===== src/design/lcdnw_pkg.sv =====
// Shared types and constants for the character LCD number writer.
// Holds op codes, write-kind selects, LCD byte constants and the
// controller/datapath command and status structs.
`timescale 1ns / 1ps

package lcdnw_pkg;

  // Request op codes
  localparam logic [2:0] OP_CHAR = 3'd0;
  localparam logic [2:0] OP_UDEC = 3'd1;
  localparam logic [2:0] OP_SDEC = 3'd2;
  localparam logic [2:0] OP_HEX  = 3'd3;
  localparam logic [2:0] OP_BIN  = 3'd4;
  localparam logic [2:0] OP_INIT = 3'd5;

  // Kind of bus write the datapath builds
  localparam logic [2:0] SEL_ADDR  = 3'd0;
  localparam logic [2:0] SEL_CHAR  = 3'd1;
  localparam logic [2:0] SEL_SIGN  = 3'd2;
  localparam logic [2:0] SEL_DIGIT = 3'd3;
  localparam logic [2:0] SEL_INIT  = 3'd4;

  // LCD set-up commands
  localparam logic [7:0] LCD_FUNC_SET   = 8'h38;
  localparam logic [7:0] LCD_DISP_ON    = 8'h0C;
  localparam logic [7:0] LCD_ENTRY_MODE = 8'h06;
  localparam logic [7:0] LCD_CLEAR      = 8'h01;

  // Character codes
  localparam logic [7:0] CH_ZERO  = 8'h30;
  localparam logic [7:0] CH_UPPER_A = 8'h41;
  localparam logic [7:0] CH_PLUS  = 8'h2B;
  localparam logic [7:0] CH_MINUS = 8'h2D;

  localparam int DEC_DIGITS = 5;
  localparam int HEX_DIGITS = 4;
  localparam int BIN_DIGITS = 8;
  localparam int VAL_W      = 16;

  typedef struct packed {
    logic       load;
    logic       emit;
    logic [2:0] sel;
    logic       last;
    logic       pos_dec;
  } lcdnw_cmd_t;

  typedef struct packed {
    logic [2:0] op;
    logic       pos_zero;
    logic       pos_one;
    logic       conv_done;
    logic       out_free;
  } lcdnw_sts_t;

  function automatic logic [7:0] digit_char(input logic [3:0] d);
    logic [7:0] ch;
    if (d < 4'd10) begin
      ch = CH_ZERO + {4'd0, d};
    end else begin
      ch = CH_UPPER_A + {4'd0, d} - 8'd10;
    end
    return ch;
  endfunction

endpackage


===== src/design/char_lcd_number_writer_top.sv =====
// Character LCD number writer: one request in, a run of LCD bus writes out.
// The first write (the cursor address) is built in the address state and then registered
// in the output register. Writes go out at one per cycle while the output is not stalled;
// digit writes also wait for the serial binary to BCD converter to finish.
// Reset (rst_n low, synchronous) returns the sequencer to idle and empties
// the output register; the result channel is invalid after reset.
`timescale 1ns / 1ps

module char_lcd_number_writer_top #(
  parameter int MAX_DIGITS = 16
) (
  input  logic        clk,
  input  logic        rst_n,
  input  logic        in_valid,
  output logic        in_stall,
  input  logic [2:0]  in_op,
  input  logic        in_row,
  input  logic [3:0]  in_column,
  input  logic [15:0] in_value,
  input  logic [4:0]  in_digit_count,
  output logic        out_valid,
  input  logic        out_stall,
  output logic        out_is_data,
  output logic [7:0]  out_bus_byte,
  output logic        out_last
);
  import lcdnw_pkg::*;

  lcdnw_cmd_t cmd;
  lcdnw_sts_t sts;

  lcdnw_ctrl u_ctrl (
    .clk      (clk),
    .rst_n    (rst_n),
    .in_valid (in_valid),
    .in_op    (in_op),
    .in_stall (in_stall),
    .cmd      (cmd),
    .sts      (sts)
  );

  lcdnw_dp #(
    .MAX_DIGITS (MAX_DIGITS)
  ) u_dp (
    .clk            (clk),
    .rst_n          (rst_n),
    .in_op          (in_op),
    .in_row         (in_row),
    .in_column      (in_column),
    .in_value       (in_value),
    .in_digit_count (in_digit_count),
    .cmd            (cmd),
    .sts            (sts),
    .out_valid      (out_valid),
    .out_stall      (out_stall),
    .out_is_data    (out_is_data),
    .out_bus_byte   (out_bus_byte),
    .out_last       (out_last)
  );

endmodule


===== src/design/lcdnw_ctrl.sv =====
// Sequencer for the LCD number writer: walks one request through its
// address, character, sign, digit or set-up writes. Uses lcdnw_pkg.
`timescale 1ns / 1ps

module lcdnw_ctrl (
  input  logic                clk,
  input  logic                rst_n,
  input  logic                in_valid,
  input  logic [2:0]          in_op,
  output logic                in_stall,
  output lcdnw_pkg::lcdnw_cmd_t cmd,
  input  lcdnw_pkg::lcdnw_sts_t sts
);
  import lcdnw_pkg::*;

  localparam logic [2:0] ST_IDLE   = 3'd0;
  localparam logic [2:0] ST_ADDR   = 3'd1;
  localparam logic [2:0] ST_CHAR   = 3'd2;
  localparam logic [2:0] ST_SIGN   = 3'd3;
  localparam logic [2:0] ST_DIGITS = 3'd4;
  localparam logic [2:0] ST_INIT   = 3'd5;

  logic [2:0] state_r, state_nxt;

  assign in_stall = (state_r != ST_IDLE);

  always_comb begin
    state_nxt   = state_r;
    cmd         = '0;
    cmd.sel     = SEL_ADDR;
    case (state_r)
      ST_IDLE: begin
        if (in_valid) begin
          cmd.load = 1'b1;
          if (in_op == OP_INIT) begin
            state_nxt = ST_INIT;
          end else if (in_op inside {OP_CHAR, OP_UDEC, OP_SDEC, OP_HEX, OP_BIN}) begin
            state_nxt = ST_ADDR;
          end
        end
      end
      ST_ADDR: begin
        if (sts.out_free) begin
          cmd.emit = 1'b1;
          cmd.sel  = SEL_ADDR;
          cmd.last = (sts.op inside {OP_UDEC, OP_HEX, OP_BIN}) && sts.pos_zero;
          if (sts.op == OP_CHAR) begin
            state_nxt = ST_CHAR;
          end else if (sts.op == OP_SDEC) begin
            state_nxt = ST_SIGN;
          end else begin
            state_nxt = sts.pos_zero ? ST_IDLE : ST_DIGITS;
          end
        end
      end
      ST_CHAR: begin
        if (sts.out_free) begin
          cmd.emit  = 1'b1;
          cmd.sel   = SEL_CHAR;
          cmd.last  = 1'b1;
          state_nxt = ST_IDLE;
        end
      end
      ST_SIGN: begin
        if (sts.out_free) begin
          cmd.emit  = 1'b1;
          cmd.sel   = SEL_SIGN;
          cmd.last  = sts.pos_zero;
          state_nxt = sts.pos_zero ? ST_IDLE : ST_DIGITS;
        end
      end
      ST_DIGITS: begin
        // hold until the binary to BCD conversion has finished
        if (sts.out_free && sts.conv_done) begin
          cmd.emit    = 1'b1;
          cmd.sel     = SEL_DIGIT;
          cmd.last    = sts.pos_one;
          cmd.pos_dec = 1'b1;
          if (sts.pos_one) begin
            state_nxt = ST_IDLE;
          end
        end
      end
      ST_INIT: begin
        if (sts.out_free) begin
          cmd.emit    = 1'b1;
          cmd.sel     = SEL_INIT;
          cmd.last    = sts.pos_one;
          cmd.pos_dec = 1'b1;
          if (sts.pos_one) begin
            state_nxt = ST_IDLE;
          end
        end
      end
      default: begin
        state_nxt = ST_IDLE;
      end
    endcase
  end

  always_ff @(posedge clk) begin
    if (!rst_n) begin
      state_r <= ST_IDLE;
    end else begin
      state_r <= state_nxt;
    end
  end

  a_digit_needs_conv: assert property (@(posedge clk) disable iff (!rst_n)
    (cmd.emit && cmd.sel == SEL_DIGIT) |-> sts.conv_done)
    else $error("digit written before conversion finished");

  a_load_only_idle: assert property (@(posedge clk) disable iff (!rst_n)
    cmd.load |-> (state_r == ST_IDLE && in_valid))
    else $error("request loaded while busy");

  a_emit_when_free: assert property (@(posedge clk) disable iff (!rst_n)
    cmd.emit |-> sts.out_free)
    else $error("write issued into a full output register");

endmodule


===== src/design/lcdnw_dp.sv =====
// Datapath for the LCD number writer: request registers, serial
// binary to BCD converter, digit counter, byte builder and output register.
// Uses lcdnw_pkg.
`timescale 1ns / 1ps

module lcdnw_dp #(
  parameter int MAX_DIGITS = 16
) (
  input  logic                clk,
  input  logic                rst_n,
  input  logic [2:0]          in_op,
  input  logic                in_row,
  input  logic [3:0]          in_column,
  input  logic [15:0]         in_value,
  input  logic [4:0]          in_digit_count,
  input  lcdnw_pkg::lcdnw_cmd_t cmd,
  output lcdnw_pkg::lcdnw_sts_t sts,
  output logic                out_valid,
  input  logic                out_stall,
  output logic                out_is_data,
  output logic [7:0]          out_bus_byte,
  output logic                out_last
);
  import lcdnw_pkg::*;

  localparam int POS_MAX = (MAX_DIGITS > BIN_DIGITS) ? MAX_DIGITS : BIN_DIGITS;
  localparam int PW      = $clog2(POS_MAX + 1);
  localparam int BCD_W   = 4 * DEC_DIGITS;
  localparam int CW      = $clog2(VAL_W + 1);

  logic [2:0]       op_r;
  logic             row_r;
  logic [3:0]       col_r;
  logic [7:0]       char_r;
  logic             neg_r;
  logic [VAL_W-1:0] mag_r;
  logic [VAL_W-1:0] sh_r, sh_nxt;
  logic [BCD_W-1:0] bcd_r, bcd_nxt, bcd_adj;
  logic [CW-1:0]    cnt_r, cnt_nxt;
  logic [PW-1:0]    pos_r, pos_nxt;
  logic [PW-1:0]    pos_m1;
  logic [VAL_W-1:0] mag_in;
  logic [PW-1:0]    count_sat;
  logic [3:0]       digit;
  logic [7:0]       byte_sel;
  logic             data_sel;
  logic             out_valid_r, out_valid_nxt;
  logic             out_is_data_r;
  logic [7:0]       out_bus_byte_r;
  logic             out_last_r;
  logic             out_free;

  // magnitude of the request value for each number form
  always_comb begin
    mag_in = in_value;
    if (in_op == OP_SDEC && in_value[VAL_W-1]) begin
      mag_in = VAL_W'(~in_value + 16'd1);
    end else if (in_op == OP_BIN) begin
      mag_in = {8'd0, in_value[7:0]};
    end
  end

  always_comb begin
    if (int'(in_digit_count) > MAX_DIGITS) begin
      count_sat = PW'(MAX_DIGITS);
    end else begin
      count_sat = PW'(in_digit_count);
    end
  end

  // one double-dabble step per cycle
  always_comb begin
    for (int i = 0; i < DEC_DIGITS; i++) begin
      if (bcd_r[4*i +: 4] >= 4'd5) begin
        bcd_adj[4*i +: 4] = bcd_r[4*i +: 4] + 4'd3;
      end else begin
        bcd_adj[4*i +: 4] = bcd_r[4*i +: 4];
      end
    end
  end

  always_comb begin
    sh_nxt  = sh_r;
    bcd_nxt = bcd_r;
    cnt_nxt = cnt_r;
    if (cmd.load) begin
      sh_nxt  = mag_in;
      bcd_nxt = '0;
      cnt_nxt = CW'(VAL_W);
    end else if (cnt_r != '0) begin
      sh_nxt  = {sh_r[VAL_W-2:0], 1'b0};
      bcd_nxt = {bcd_adj[BCD_W-2:0], sh_r[VAL_W-1]};
      cnt_nxt = cnt_r - CW'(1);
    end
  end

  always_comb begin
    pos_nxt = pos_r;
    if (cmd.load) begin
      pos_nxt = (in_op == OP_INIT) ? PW'(4) : count_sat;
    end else if (cmd.pos_dec) begin
      pos_nxt = pos_m1;
    end
  end

  assign pos_m1 = pos_r - PW'(1);

  // digit at position pos_r - 1, zero beyond the value's size
  always_comb begin
    digit = 4'd0;
    if (op_r == OP_HEX) begin
      if (pos_m1 < PW'(HEX_DIGITS)) begin
        digit = mag_r[4*pos_m1[1:0] +: 4];
      end
    end else if (op_r == OP_BIN) begin
      if (pos_m1 < PW'(BIN_DIGITS)) begin
        digit = {3'd0, mag_r[pos_m1[2:0]]};
      end
    end else begin
      if (pos_m1 < PW'(DEC_DIGITS)) begin
        digit = bcd_r[4*pos_m1[2:0] +: 4];
      end
    end
  end

  always_comb begin
    data_sel = 1'b1;
    byte_sel = 8'd0;
    case (cmd.sel)
      SEL_ADDR: begin
        data_sel = 1'b0;
        byte_sel = {1'b1, row_r, 2'b00, col_r};
      end
      SEL_CHAR:  byte_sel = char_r;
      SEL_SIGN:  byte_sel = neg_r ? CH_MINUS : CH_PLUS;
      SEL_DIGIT: byte_sel = digit_char(digit);
      SEL_INIT: begin
        data_sel = 1'b0;
        case (pos_r[2:0])
          3'd4:    byte_sel = LCD_FUNC_SET;
          3'd3:    byte_sel = LCD_DISP_ON;
          3'd2:    byte_sel = LCD_ENTRY_MODE;
          default: byte_sel = LCD_CLEAR;
        endcase
      end
      default: begin
        data_sel = 1'b0;
        byte_sel = 8'd0;
      end
    endcase
  end

  assign out_free = !out_valid_r || !out_stall;

  always_comb begin
    out_valid_nxt = out_valid_r;
    if (cmd.emit) begin
      out_valid_nxt = 1'b1;
    end else if (!out_stall) begin
      // drop once the transfer completes
      out_valid_nxt = 1'b0;
    end
  end

  always_ff @(posedge clk) begin
    if (!rst_n) begin
      out_valid_r <= 1'b0;
      cnt_r       <= '0;
      pos_r       <= '0;
      op_r        <= OP_CHAR;
    end else begin
      out_valid_r <= out_valid_nxt;
      cnt_r       <= cnt_nxt;
      pos_r       <= pos_nxt;
      if (cmd.load) begin
        op_r <= in_op;
      end
    end
  end

  always_ff @(posedge clk) begin
    sh_r  <= sh_nxt;
    bcd_r <= bcd_nxt;
    if (cmd.load) begin
      row_r  <= in_row;
      col_r  <= in_column;
      char_r <= in_value[7:0];
      neg_r  <= in_value[VAL_W-1];
      mag_r  <= mag_in;
    end
    if (cmd.emit) begin
      out_is_data_r  <= data_sel;
      out_bus_byte_r <= byte_sel;
      out_last_r     <= cmd.last;
    end
  end

  assign sts.op        = op_r;
  assign sts.pos_zero  = (pos_r == '0);
  assign sts.pos_one   = (pos_r == PW'(1));
  assign sts.conv_done = (cnt_r == '0);
  assign sts.out_free  = out_free;

  assign out_valid    = out_valid_r;
  assign out_is_data  = out_is_data_r;
  assign out_bus_byte = out_bus_byte_r;
  assign out_last     = out_last_r;

  a_pos_no_underflow: assert property (@(posedge clk) disable iff (!rst_n)
    cmd.pos_dec |-> (pos_r != '0))
    else $error("digit counter decremented past zero");

  a_conv_restart: assert property (@(posedge clk) disable iff (!rst_n)
    cmd.load |=> (cnt_r == CW'(VAL_W)))
    else $error("conversion not restarted on load");

  a_out_held: assert property (@(posedge clk) disable iff (!rst_n)
    (out_valid_r && out_stall && !cmd.emit) |=> (out_valid_r && $stable(out_bus_byte_r)))
    else $error("stalled write lost");

endmodule


===== config.mk =====
export PLATFORM = sky130hd
export DESIGN_NAME = char_lcd_number_writer_top
export DESIGN_NICKNAME = d
export VERILOG_FILES = /design/src/design/lcdnw_pkg.sv /design/src/design/char_lcd_number_writer_top.sv /design/src/design/lcdnw_ctrl.sv /design/src/design/lcdnw_dp.sv
export SDC_FILE = /design/constraint.sdc
export NUM_CORES = 1
export LEC_CHECK = 0
export BUFFER_PORTS_ARGS = -buffer_cell sky130_fd_sc_hd__buf_2
export CELL_PAD_IN_SITES_DETAIL_PLACEMENT = 0
export CELL_PAD_IN_SITES_GLOBAL_PLACEMENT = 2
export CORE_ASPECT_RATIO = 1.2
export CORE_MARGIN = 4
export CORE_UTILIZATION = 40
export CTS_BUF_LIST = sky130_fd_sc_hd__clkbuf_8
export CTS_CLUSTER_SIZE = 16
export DETAILED_ROUTE_END_ITERATION = 6
export GPL_ROUTABILITY_DRIVEN = 0
export MAX_ROUTING_LAYER = met4
export PLACE_DENSITY_LB_ADDON = 0.05
export SYNTH_ARGS = -nofsm -noshare
export SYNTH_HDL_FRONTEND = slang
export SYNTH_SLANG_ARGS = --single-unit

===== constraint.sdc =====
create_clock -name clk -period 3.49 [get_ports clk]
set_clock_uncertainty 0.15 [all_clocks]
set_input_delay 0 -clock clk [delete_from_list [all_inputs] [get_ports clk]]
set_output_delay 0 -clock clk [all_outputs]
set_load 0.03 [all_outputs]

==> metrics.md, run 1 <==
| Metric | Value |
|---|---|
| First-pass GRT wire length | `21260 microns` |
| Setup TNS | `0 ns` |
| Slew Limit Fails | `0` |
| Crit path top cell by count | `dlygate4sd3_1` |
| Initial antenna violation count | `0` |
| Global route hottest layer | `met2` |
| Commonest non-fill, non-tap cells in the layout | `nand2_1, edfxtp_1, a21oi_1, buf_2, nor2_1` |
| # diodes | `0` |
| Mapped Nets | `580` |
| Period minus WS final | `3.231 ns` |
| Netlist cell types | `67` |
| Fin cells | `777` |
| Boundary Pins | `45` |
| Post-synthesis sequential area ratio | `46.31%` |
| GR Overflow Total | `0` |
| Layout cells sized above 1 | `16.48%` |
| Worst R2R Path Depth | `9` |
| Final antenna-violating net count | `0` |
| Post-CTS Repair Setup Buffers | `0` |
| Async SR Flop Fraction | `0%` |
| Post-DP HPWL | `9248 microns` |
| Die Width | `111.7 microns` |
| Final Util | `48.58%` |
| Initial DRC count | `393` |
| Final Worst Setup Slack | `approximately 0.26 ns` |
| Worst Path Buf+Inv | `3` |
| Hold path cells | `3` |
| Port bufs | `44` |
| Clock Sinks | `92` |
| GRT met1 Usage | `24.28%` |
| Via density | `5.252` |
| Area delta synth->final | `19.13%` |
| Die area | `0.01481 sq mm` |
| TritonCTS Buffers | `9` |
| Drt drc | `0` |
| Hold Crit Class | `in2reg` |
| Leak pwr | `2.346 nW` |
| Synth area leader | `edfxtp_1` |
| Slowest-stage cell, CP | `dlygate4sd3_1` |
| CTS tree | `built` |
| FMAX | `309.5 MHz` |
| Cell area after synthesis | `just over 0.005 sq mm` |
| Max Cap Viol | `0` |
| Syn Area/Cell | `slightly below 10 sq um` |
| Worst Tran Pin Value | `0.7354 ns` |
| Final nets | `658` |
| Final setup fails | `0` |
| Final worst-path cycle share | `a little over 90%` |
| Critical path class | `reg2reg` |
| Top cells by area, synth | `edfxtp_1, dfxtp_1, nand2_1` |
| Cell chain of the critical path | `inv_1 -> ha_1 -> or4b_4 -> a211oi_4 -> xnor2_1 -> a22oi_1 -> dlygate4sd3_1 -> nor2b_1 -> dlygate4sd3_1` |
| Clk slew on worst S/H paths | `about 0.09 ns` |
| Initial Utilization | `~41%` |
| Fillers | `~1.2k` |
| Final WL | `around 13000 microns` |
| Die span in y | `132.5 microns` |
| Power Density | `around 670 mW/mm^2` |
| Crit end category | `flip-flop` |
| Placed Instances | `724` |
| CTS Root Cell | `clkbuf_8` |
| GRT met3 Usage | `2.608%` |
| Stages on worst setup path | `9` |
| Core Footprint | `roughly 0.013 sq mm` |
| Post-synthesis register bit count | `92` |
| Total Routing Usage GR | `18.43%` |
| CP required | `between 3 and 4 ns` |
| Unrepaired setup endpoints after global routing | `false` |
| Total power | `4.113 mW` |
| Slew HR | `50.45%` |
| Top cell type's share of synthesized area | `a little under a third` |
| Largest net degree at the start of global routing | `34` |
| Wirelength per Cell | `16.55 microns` |
| Post-synth top flop | `edfxtp_1` |
| Max incr delay on CP | `between 0.5 and 0.6 ns` |
| EDFF count, synth | `55` |
| Critical path's top delay family | `buffers and inverters` |
| Crit path launch type | `flip-flop` |
| Row count | `45` |
| DRT Pass-1 Iters | `4` |
| Hold Vio Cnt, Final | `0` |
| Skew-Pair Late Insertion Delay | `0.36 ns` |
| Dpl ws | `0.5283 ns` |
| Most common cell after layout, fill and taps aside | `nand2_1` |
| CP arrival | `3.38 ns` |
| Number of global-route vias before repair | `3976` |
| Htree depth | `3` |
| Status | `finished clean` |
| Max VDD drop | `about 0.38 mV` |
| Yosys warns | `0` |
| Worst Path Max Fanout | `5` |
| Mapped Cells | `530` |
| Number of vias in the routed layout | `4081` |
| Maximum clock path buffer count | `2` |
| GRT met2 Usage | `30.07%` |
per-layer routing:
layer | part of all wire, % | wire, microns | vias up
li1 | - | - | 2072
met1 | 47 | 6056 | 1946
met2 | 50 | 6376 | 50
met3 | 2.1 | 265 | 13
met4 | 1.3 | 161 | 0
met5 | 0 | 0 | -
cells by family (layout without fill, tap and decap cells):
group	Yosys count	in the layout	synth area share (%)
compound gates	117	117	15.06
xor+xnor	19	19	3.221
fa+ha+maj	17	17	4.117
buf+inv	47	130	3.778
flops	92	92	46.31
mux	26	26	7.411
simple gates	212	212	20.10
flip-flops by register name, summed over array words and instances (netlist names):
name	flops
u_ctrl.state_r	3
u_dp.bcd_r	20
u_dp.char_r	7
u_dp.cnt_r	5
u_dp.col_r	4
u_dp.mag_r	16
u_dp.neg_r	1
u_dp.op_r	3
u_dp.out_bus_byte	8
u_dp.out_is_data	1
u_dp.out_last	1
u_dp.out_valid	1
u_dp.pos_r	5
u_dp.row_r	1
u_dp.sh_r	16
stage by stage:
step                cell area, sq um  hold WS [ns]
global route                    6155        0.1518
global placement                5563       0.02632
floorplan                       5166      -0.05113
detailed placement              5563       0.02827
CTS                             6143       0.09988
finish                          6155        0.1359
path summary, 6_finish.rpt:
path	startpoint	end	slack, ns
min	out_stall	u_dp.out_valid	0.14
max reg2reg	u_dp.cnt_r[0]	u_dp.pos_r[0]	0.26
min reg2reg	u_dp.bcd_r[19]	u_dp.bcd_r[19]	0.35
max	u_dp.cnt_r[0]	u_dp.pos_r[0]	0.26
report_power, final:
| part | switching [mW] | internal, mW | leakage, nW | total, mW |
|---|---|---|---|---|
| Sequential | 0.249 | 1.54 | 0.842 | 1.79 |
| Clock | 0.396 | 0.371 | 0.0981 | 0.767 |
| Combinational | 0.949 | 0.610 | 1.41 | 1.56 |
layout make-up:
class                           count  area, sq um  area share [%]
Clock inverter                      5        58.81          0.9555
Clock buffer                       11        151.4           2.460
Sequential cell                    92         2392           38.87
Multi-Input combinational cell    391         2599           42.22
Inverter                           24        90.09           1.464
Timing Repair Buffer               90        658.1           10.69
Tap cell                          164        205.2           3.334
timing repair:
action / in CTS / in global routing
setup endpoints to repair: 0 / 1
hold endpoints to repair: 53 / 0
hold buffers: 37 / 0
resized for setup: 0 / 2
Yosys cell counts (4+ instances only):
library cell and instances:
a211oi_1 6, a21boi_0 4, a21oi_1 44, a221o_1 4
a31oi_1 4, and2_1 5, clkbuf_1 14, dfxtp_1 37
edfxtp_1 55, ha_1 17, inv_1 23, mux2_2 4
mux2i_1 12, mux4_2 9, nand2_1 95, nand2b_1 6
nand3_1 13, nand3b_1 4, nor2_1 38, nor2b_1 10
nor3_1 14, nor3b_1 7, o21ai_0 24, o31ai_1 5
xnor2_1 11, xor2_1 8
worst reg2reg max path: stages, from the launching register on:
cell           delay (ns)
dfxtp_1              0.33
inv_1                0.08
ha_1                 0.22
or4b_4               0.55
a211oi_4             0.38
xnor2_1              0.16
a22oi_1              0.07
dlygate4sd3_1        0.56
nor2b_1              0.11
dlygate4sd3_1        0.55
(Power assumes the default switching activity.)
==> inputs of run 2 (changes only) <==
PLACE_DENSITY_LB_ADDON = 0.1   (was 0.05)
==> metrics.md, run 2 (synthesized netlist as in run 1, its figures left out) <==
| Metric | Value |
|---|---|
| Cell chain of the critical path | `nor3_1 -> nand2_1 -> inv_2 -> nand2_1 -> nor2_1 -> a22oi_1 -> dlygate4sd3_1 -> nor2b_1 -> dlygate4sd3_1 (was inv_1 -> ha_1 -> or4b_4 -> a211oi_4 -> xnor2_1 -> a22oi_1 -> dlygate4sd3_1 -> nor2b_1 -> dlygate4sd3_1)` |
| Crit end category | `flip-flop (unchanged)` |
| Hold Vio Cnt, Final | `0 (unchanged)` |
| Number of vias in the routed layout | `4106 (was 4081)` |
| Final hold slack | `0.1238 ns (was 0.1359 ns)` |
| FMAX | `306.0 MHz (was 309.5 MHz)` |
| Leak pwr | `2.347 nW (was 2.346 nW)` |
| Layout cells sized above 1 | `16.29% (was 16.48%)` |
| Most flop-heavy register | `u_dp.bcd_r (unchanged)` |
| Initial Utilization | `40.78% (unchanged)` |
| Fillers | `1215 (was 1210)` |
| Worst hold endpoint | `u_dp.out_valid (unchanged)` |
| Slowest-stage cell, CP | `dlygate4sd3_1 (unchanged)` |
| GR Overflow Total | `0 (unchanged)` |
| Dpl ws | `0.5570 ns (was 0.5283 ns)` |
| CTS tree | `built (unchanged)` |
| Largest net degree at the start of global routing | `28 (was 34)` |
| Clock Sinks | `92 (unchanged)` |
| Commonest non-fill, non-tap cells in the layout | `nand2_1, edfxtp_1, a21oi_1, buf_2, nor2_1 (unchanged)` |
| Clk pwr share | `17.5% (was 18.6%)` |
| Worst Tran Pin Value | `0.7914 ns (was 0.7354 ns)` |
| Finished Cell Area | `0.006145 sq mm (was 0.006155 sq mm)` |
| # diodes | `0 (unchanged)` |
| Initial DRC count | `252 (was 393)` |
| Regs by FF count | `u_dp.bcd_r: 20 flops, u_dp.mag_r: 16 flops, u_dp.sh_r: 16 flops (unchanged)` |
| Total Routing Usage GR | `17.91% (was 18.43%)` |
| Most common cell after layout, fill and taps aside | `nand2_1 (unchanged)` |
| Row count | `45 (unchanged)` |
| Wirelength per Cell | `16.21 microns (was 16.55 microns)` |
| Worst r2r src | `u_ctrl.state_r[0] (was u_dp.cnt_r[0])` |
| Hold_sp | `out_stall (unchanged)` |
| Skew-Pair Late Insertion Delay | `0.35 ns (was 0.36 ns)` |
| Worst Path Max Fanout | `26 (was 5)` |
| Final WL | `12610 microns (was 12860 microns)` |
| Status | `finished clean (unchanged)` |
| Hold path cells | `3 (unchanged)` |
| Max reg flops | `20 (unchanged)` |
| Final antenna-violating net count | `0 (unchanged)` |
| Final Worst Setup Slack | `0.2220 ns (was 0.2592 ns)` |
| Max VDD drop | `0.2858 mV (was 0.3809 mV)` |
| Via density | `5.278 (was 5.252)` |
| P_int | `2.491 mW (was 2.519 mW)` |
| CP arrival | `3.41 ns (was 3.38 ns)` |
| Drt drc | `0 (unchanged)` |
| Slew Limit Fails | `0 (unchanged)` |
| Worst Path Buf+Inv | `3 (unchanged)` |
| Total power | `4.060 mW (was 4.113 mW)` |
| Multi-input logic area | `0.002599 sq mm (unchanged)` |
| CP required | `3.63 ns (was 3.64 ns)` |
| Die area | `0.01481 sq mm (unchanged)` |
| Core Footprint | `0.01267 sq mm (unchanged)` |
| Slew HR | `46.68% (was 50.45%)` |
| Maximum clock path buffer count | `2 (unchanged)` |
| Clk slew on worst S/H paths | `0.09 ns (about the same)` |
| Critical path class | `reg2reg (unchanged)` |
| Die Width | `111.7 microns (unchanged)` |
| Max Cap Viol | `0 (unchanged)` |
| Post-DP HPWL | `9285 microns (was 9248 microns)` |
| Setup TNS | `0 ns (unchanged)` |
| Final setup fails | `0 (unchanged)` |
| Critical path's top delay family | `buffers and inverters (unchanged)` |
| Register Area | `0.002392 sq mm (unchanged)` |
| Power Density | `660.8 mW/mm^2 (was 668.2 mW/mm^2)` |
| Htree depth | `3 (unchanged)` |
| Period minus WS final | `3.268 ns (was 3.231 ns)` |
| Reg2reg end | `u_dp.pos_r[0] (unchanged)` |
| Sequential group share of total power | `44.0% (was 43.4%)` |
| TritonCTS Buffers | `9 (unchanged)` |
| DRT Pass-1 Iters | `4 (unchanged)` |
| Boundary Pins | `45 (unchanged)` |
| Initial antenna violation count | `0 (unchanged)` |
| First-pass GRT wire length | `20760 microns (was 21260 microns)` |
| Port bufs | `44 (unchanged)` |
| Worst R2R Path Depth | `9 (unchanged)` |
| CTS Root Cell | `clkbuf_8 (unchanged)` |
| Sw Ratio | `38.64% (was 38.75%)` |
| Sw power | `1.569 mW (was 1.594 mW)` |
| Final worst-path cycle share | `93.64% (was 92.57%)` |
| Crit path launch type | `flip-flop (unchanged)` |
| Max incr delay on CP | `0.56 ns (about the same)` |
| Comb pwr share | `38.5% (was 37.9%)` |
| R2R Setup Slk | `0.22 ns (was 0.26 ns)` |
| Number of global-route vias before repair | `3998 (was 3976)` |
| Die span in y | `132.5 microns (unchanged)` |
| Post-DP Area | `0.005570 sq mm (was 0.005563 sq mm)` |
| Hold Crit Class | `in2reg (unchanged)` |
| Final nets | `659 (was 658)` |
| Area delta synth->final | `18.94% (was 19.13%)` |
| Unrepaired setup endpoints after global routing | `false (unchanged)` |
==> run 2: cell types whose count changed in the layout (fill, tap and decap cells not counted) <==
cell / previous run / this run
buf_4: 9 / 10
clkbuf_8: 11 / 9
clkinvlp_2: 1 / 0
clkinvlp_4: 2 / 3
inv_1: 23 / 25
==> run 2: power by group through the flow <==
stage	clock [mW]	sequential, mW	combinational [mW]
final	0.710	1.79	1.56
after global routing	0.787	1.83	1.78
after CTS	0.740	1.79	1.57
after detailed placement	0	1.82	1.52
after global placement	0	1.81	1.50
after floorplan	0	1.77	1.10
==> run 2: area by class of cell <==
class                      instances  share of cell area, %
sequential                        92                  38.93
multi-input combinational        391                  42.29
clock buffer                       9                  2.016
clock inverter                     7                  1.120
inverter                          24                  1.466
tap                              164                  3.339
timing repair buffer              91                  10.83
==> run 2: through the flow <==
step                      utilization, %  instances
final                              48.50        778
after global routing               48.50        778
after CTS                          48.41        778
after detailed placement           43.97        725
after global placement             43.97        725
after floorplan                        -        530
==> run 2: metal layers <==
layer	GRT usage [%]	wire, microns	vias to the layer above
met1	22.93	5693	1940
li1	-	-	2063
met3	2.516	551	14
met2	29.87	6206	89
met5	-	0	-
met4	4.733	161	0
==> run 2: tightest hold or removal path: stages <==
cell and delay [ns]:
buf_2 0.10, and2_1 0.27, o21a_1 0.22
==> run 2: what timing repair did <==
action	in CTS	in global routing
hold buffers	37	0
gates resized for setup	0	2
buffers inserted	0	0
hold endpoints to repair	52	0
endpoints found under the setup margin	0	1
==> run 2: worst max path at each step <==
stage	from	to	slack (ns)	depth (start not counted)
after global routing	u_ctrl.state_r[0]	u_dp.pos_r[0]	0.009	9
after floorplan	u_dp.pos_r[0]	u_dp.out_bus_byte[4]	0.61	10
after global placement	u_dp.pos_r[1]	u_dp.out_bus_byte[4]	0.68	8
after CTS	u_dp.cnt_r[0]	u_dp.pos_r[0]	0.09	9
final	u_ctrl.state_r[0]	u_dp.pos_r[0]	0.22	9
after detailed placement	u_dp.pos_r[1]	u_dp.out_bus_byte[4]	0.56	8
==> inputs of run 3 (changes only) <==
==> constraint.sdc (replaced) <==
create_clock -name clk -period 3.3 [get_ports clk]
set_clock_uncertainty 0.15 [all_clocks]
set_input_delay 0.495 -clock clk [delete_from_list [all_inputs] [get_ports clk]]
set_output_delay 0.495 -clock clk [all_outputs]
set_load 0.03 [all_outputs]
==> metrics.md, run 3 (synthesized netlist as in run 1, its figures left out) <==
| Metric | Value |
|---|---|
| Slew HR | `48.50% (was 46.68%)` |
| Commonest non-fill, non-tap cells in the layout | `nand2_1, edfxtp_1, a21oi_1, buf_2, nor2_1 (unchanged)` |
| DRT Pass-1 Iters | `5 (was 4)` |
| CTS Root Cell | `clkbuf_8 (unchanged)` |
| Post-CTS Repair Setup Buffers | `0 (unchanged)` |
| FMAX | `334.0 MHz (was 306.0 MHz)` |
| Final nets | `622 (was 659)` |
| Number of global-route vias before repair | `3723 (was 3998)` |
| Period minus WS final | `2.994 ns (was 3.268 ns)` |
| Most flop-heavy register | `u_dp.bcd_r (unchanged)` |
| Final worst-path cycle share | `90.73% (was 93.64%)` |
| Worst r2r src | `u_dp.pos_r[1] (was u_ctrl.state_r[0])` |
| Power Density | `727.5 mW/mm^2 (was 660.8 mW/mm^2)` |
| CTS tree | `built (unchanged)` |
| Crit path launch type | `flip-flop (unchanged)` |
| Die Width | `111.7 microns (unchanged)` |
| CP required | `3.26 ns (was 3.63 ns)` |
| TritonCTS Buffers | `9 (unchanged)` |
| Worst Path Buf+Inv | `1 (was 3)` |
| Largest net degree at the start of global routing | `32 (was 28)` |
| R2R Setup Slk | `0.31 ns (was 0.22 ns)` |
| Clk slew on worst S/H paths | `0.10 ns (was 0.09 ns)` |
| First-pass GRT wire length | `19870 microns (was 20760 microns)` |
| Initial antenna violation count | `0 (unchanged)` |
| Final hold slack | `0.1467 ns (was 0.1238 ns)` |
| Initial DRC count | `177 (was 252)` |
| Max Cap Viol | `0 (unchanged)` |
| Post-cts gate resize count | `0 (unchanged)` |
| Unrepaired setup endpoints after global routing | `false (unchanged)` |
| GR Overflow Total | `0 (unchanged)` |
| Boundary Pins | `45 (unchanged)` |
| Max incr delay on CP | `0.67 ns (was 0.56 ns)` |
| Status | `finished clean (unchanged)` |
| Number of vias in the routed layout | `3936 (was 4106)` |
| Htree depth | `3 (unchanged)` |
| Setup TNS | `0 ns (unchanged)` |
| Reg2reg end | `u_dp.out_bus_byte[5] (was u_dp.pos_r[0])` |
| Slew Limit Fails | `0 (unchanged)` |
| CTS Hold Bufs | `0 (was 37)` |
| Worst Setup SP | `u_dp.pos_r[1] (was u_ctrl.state_r[0])` |
| Stages on worst setup path | `8 (was 9)` |
| Die span in y | `132.5 microns (unchanged)` |
| Dpl ws | `0.3402 ns (was 0.5570 ns)` |
| Finished Cell Area | `0.005749 sq mm (was 0.006145 sq mm)` |
| Drt drc | `0 (unchanged)` |
| Max reg flops | `20 (unchanged)` |
| Final antenna-violating net count | `0 (unchanged)` |
| Hold Crit Class | `in2reg (unchanged)` |
| Slowest-stage cell, CP | `ha_1 (was dlygate4sd3_1)` |
| Row count | `45 (unchanged)` |
| Area delta synth->final | `11.29% (was 18.94%)` |
| Wirelength per Cell | `16.57 microns (was 16.21 microns)` |
| Critical path's top delay family | `adder cells (was buffers and inverters)` |
| Leak pwr | `2.180 nW (was 2.347 nW)` |
| Crit end category | `flip-flop (unchanged)` |
| Maximum clock path buffer count | `2 (unchanged)` |
| Most common cell after layout, fill and taps aside | `nand2_1 (unchanged)` |
| Core Footprint | `0.01267 sq mm (unchanged)` |
| Initial Utilization | `40.78% (unchanged)` |
| Regs by FF count | `u_dp.bcd_r: 20 flops, u_dp.mag_r: 16 flops, u_dp.sh_r: 16 flops (unchanged)` |
| CP endpoint | `u_dp.out_bus_byte[5] (was u_dp.pos_r[0])` |
| Final Worst Setup Slack | `0.3058 ns (was 0.2220 ns)` |
| CP arrival | `2.96 ns (was 3.41 ns)` |
| Worst Path Max Fanout | `14 (was 26)` |
| Port bufs | `44 (unchanged)` |
| Skew-Pair Late Insertion Delay | `0.37 ns (was 0.35 ns)` |
| Clock Sinks | `92 (unchanged)` |
| Max VDD drop | `0.3078 mV (was 0.2858 mV)` |
| Post-DP Area | `0.005570 sq mm (unchanged)` |
| Total Routing Usage GR | `17.42% (was 17.91%)` |
| Final setup fails | `0 (unchanged)` |
| Via density | `5.312 (was 5.278)` |
| Worst R2R Path Depth | `8 (was 9)` |
| Layout cells sized above 1 | `17.33% (was 16.29%)` |
| Worst Tran Pin Value | `0.7644 ns (was 0.7914 ns)` |
| Post-DP HPWL | `9234 microns (was 9285 microns)` |
| Total power | `4.183 mW (was 4.060 mW)` |
| Hold Vio Cnt, Final | `0 (unchanged)` |
| Critical path class | `reg2reg (unchanged)` |
| Die area | `0.01481 sq mm (unchanged)` |
| # diodes | `0 (unchanged)` |
| Cell chain of the critical path | `inv_1 -> ha_1 -> mux2i_1 -> mux2_2 -> and2_1 -> o22ai_2 -> nand2_1 -> a221o_1 (was nor3_1 -> nand2_1 -> inv_2 -> nand2_1 -> nor2_1 -> a22oi_1 -> dlygate4sd3_1 -> nor2b_1 -> dlygate4sd3_1)` |
| Final WL | `12280 microns (was 12610 microns)` |
[run 3: worst min path at each step]
stage              startpoint        endpoint  slack (ns)  depth (start not counted)
2_1_floorplan  u_dp.bcd_r[17]  u_dp.bcd_r[17]        0.31                          2
3_3_place_gp   u_dp.bcd_r[17]  u_dp.bcd_r[17]        0.34                          2
3_5_place_dp   u_dp.bcd_r[17]  u_dp.bcd_r[17]        0.35                          2
4_1_cts          in_column[3]   u_dp.col_r[3]        0.12                          1
5_1_grt          in_column[1]   u_dp.col_r[1]        0.12                          1
6_report         in_column[3]   u_dp.col_r[3]        0.15                          1
[run 3: metrics by stage]
stage | instances | util (%)
after global routing | 741 | 45.38
after global placement | 725 | 43.97
after CTS | 741 | 45.38
after floorplan | 530 | -
after detailed placement | 725 | 43.97
final | 741 | 45.38
[run 3: worst register-to-register path, cell delays in order (launching register included)]
cell and delay, ns:
dfxtp_1 0.43, inv_1 0.15, ha_1 0.67, mux2i_1 0.16, mux2_2 0.31, and2_1 0.15
o22ai_2 0.25, nand2_1 0.12, a221o_1 0.36
[run 3: area by class of cell]
class / count / area, sq um
inverter: 24 / 90.09
sequential: 92 / 2392
multi-input combinational: 391 / 2587
timing repair buffer: 54 / 295.3
clock inverter: 6 / 41.29
tap: 164 / 205.2
clock buffer: 10 / 137.6
fill: 1227 / 6919
[run 3: layer usage]
| layer | vias to the layer above | wire, microns | part of all wire (%) | GRT usage [%] |
|---|---|---|---|---|
| li1 | 1988 | - | - | - |
| met1 | 1861 | 5586 | 45 | 22.33 |
| met2 | 69 | 5946 | 48 | 27.60 |
| met3 | 18 | 472 | 3.8 | 3.568 |
| met4 | 0 | 276 | 2.2 | 5.815 |
| met5 | - | 0 | 0 | - |
[run 3: report_power, final]
group          switching, mW  total, mW  internal (mW)  leakage, nW
Clock                  0.406      0.698          0.292       0.0858
Combinational          0.988       1.59          0.602         1.25
Sequential             0.269       1.89           1.63        0.842
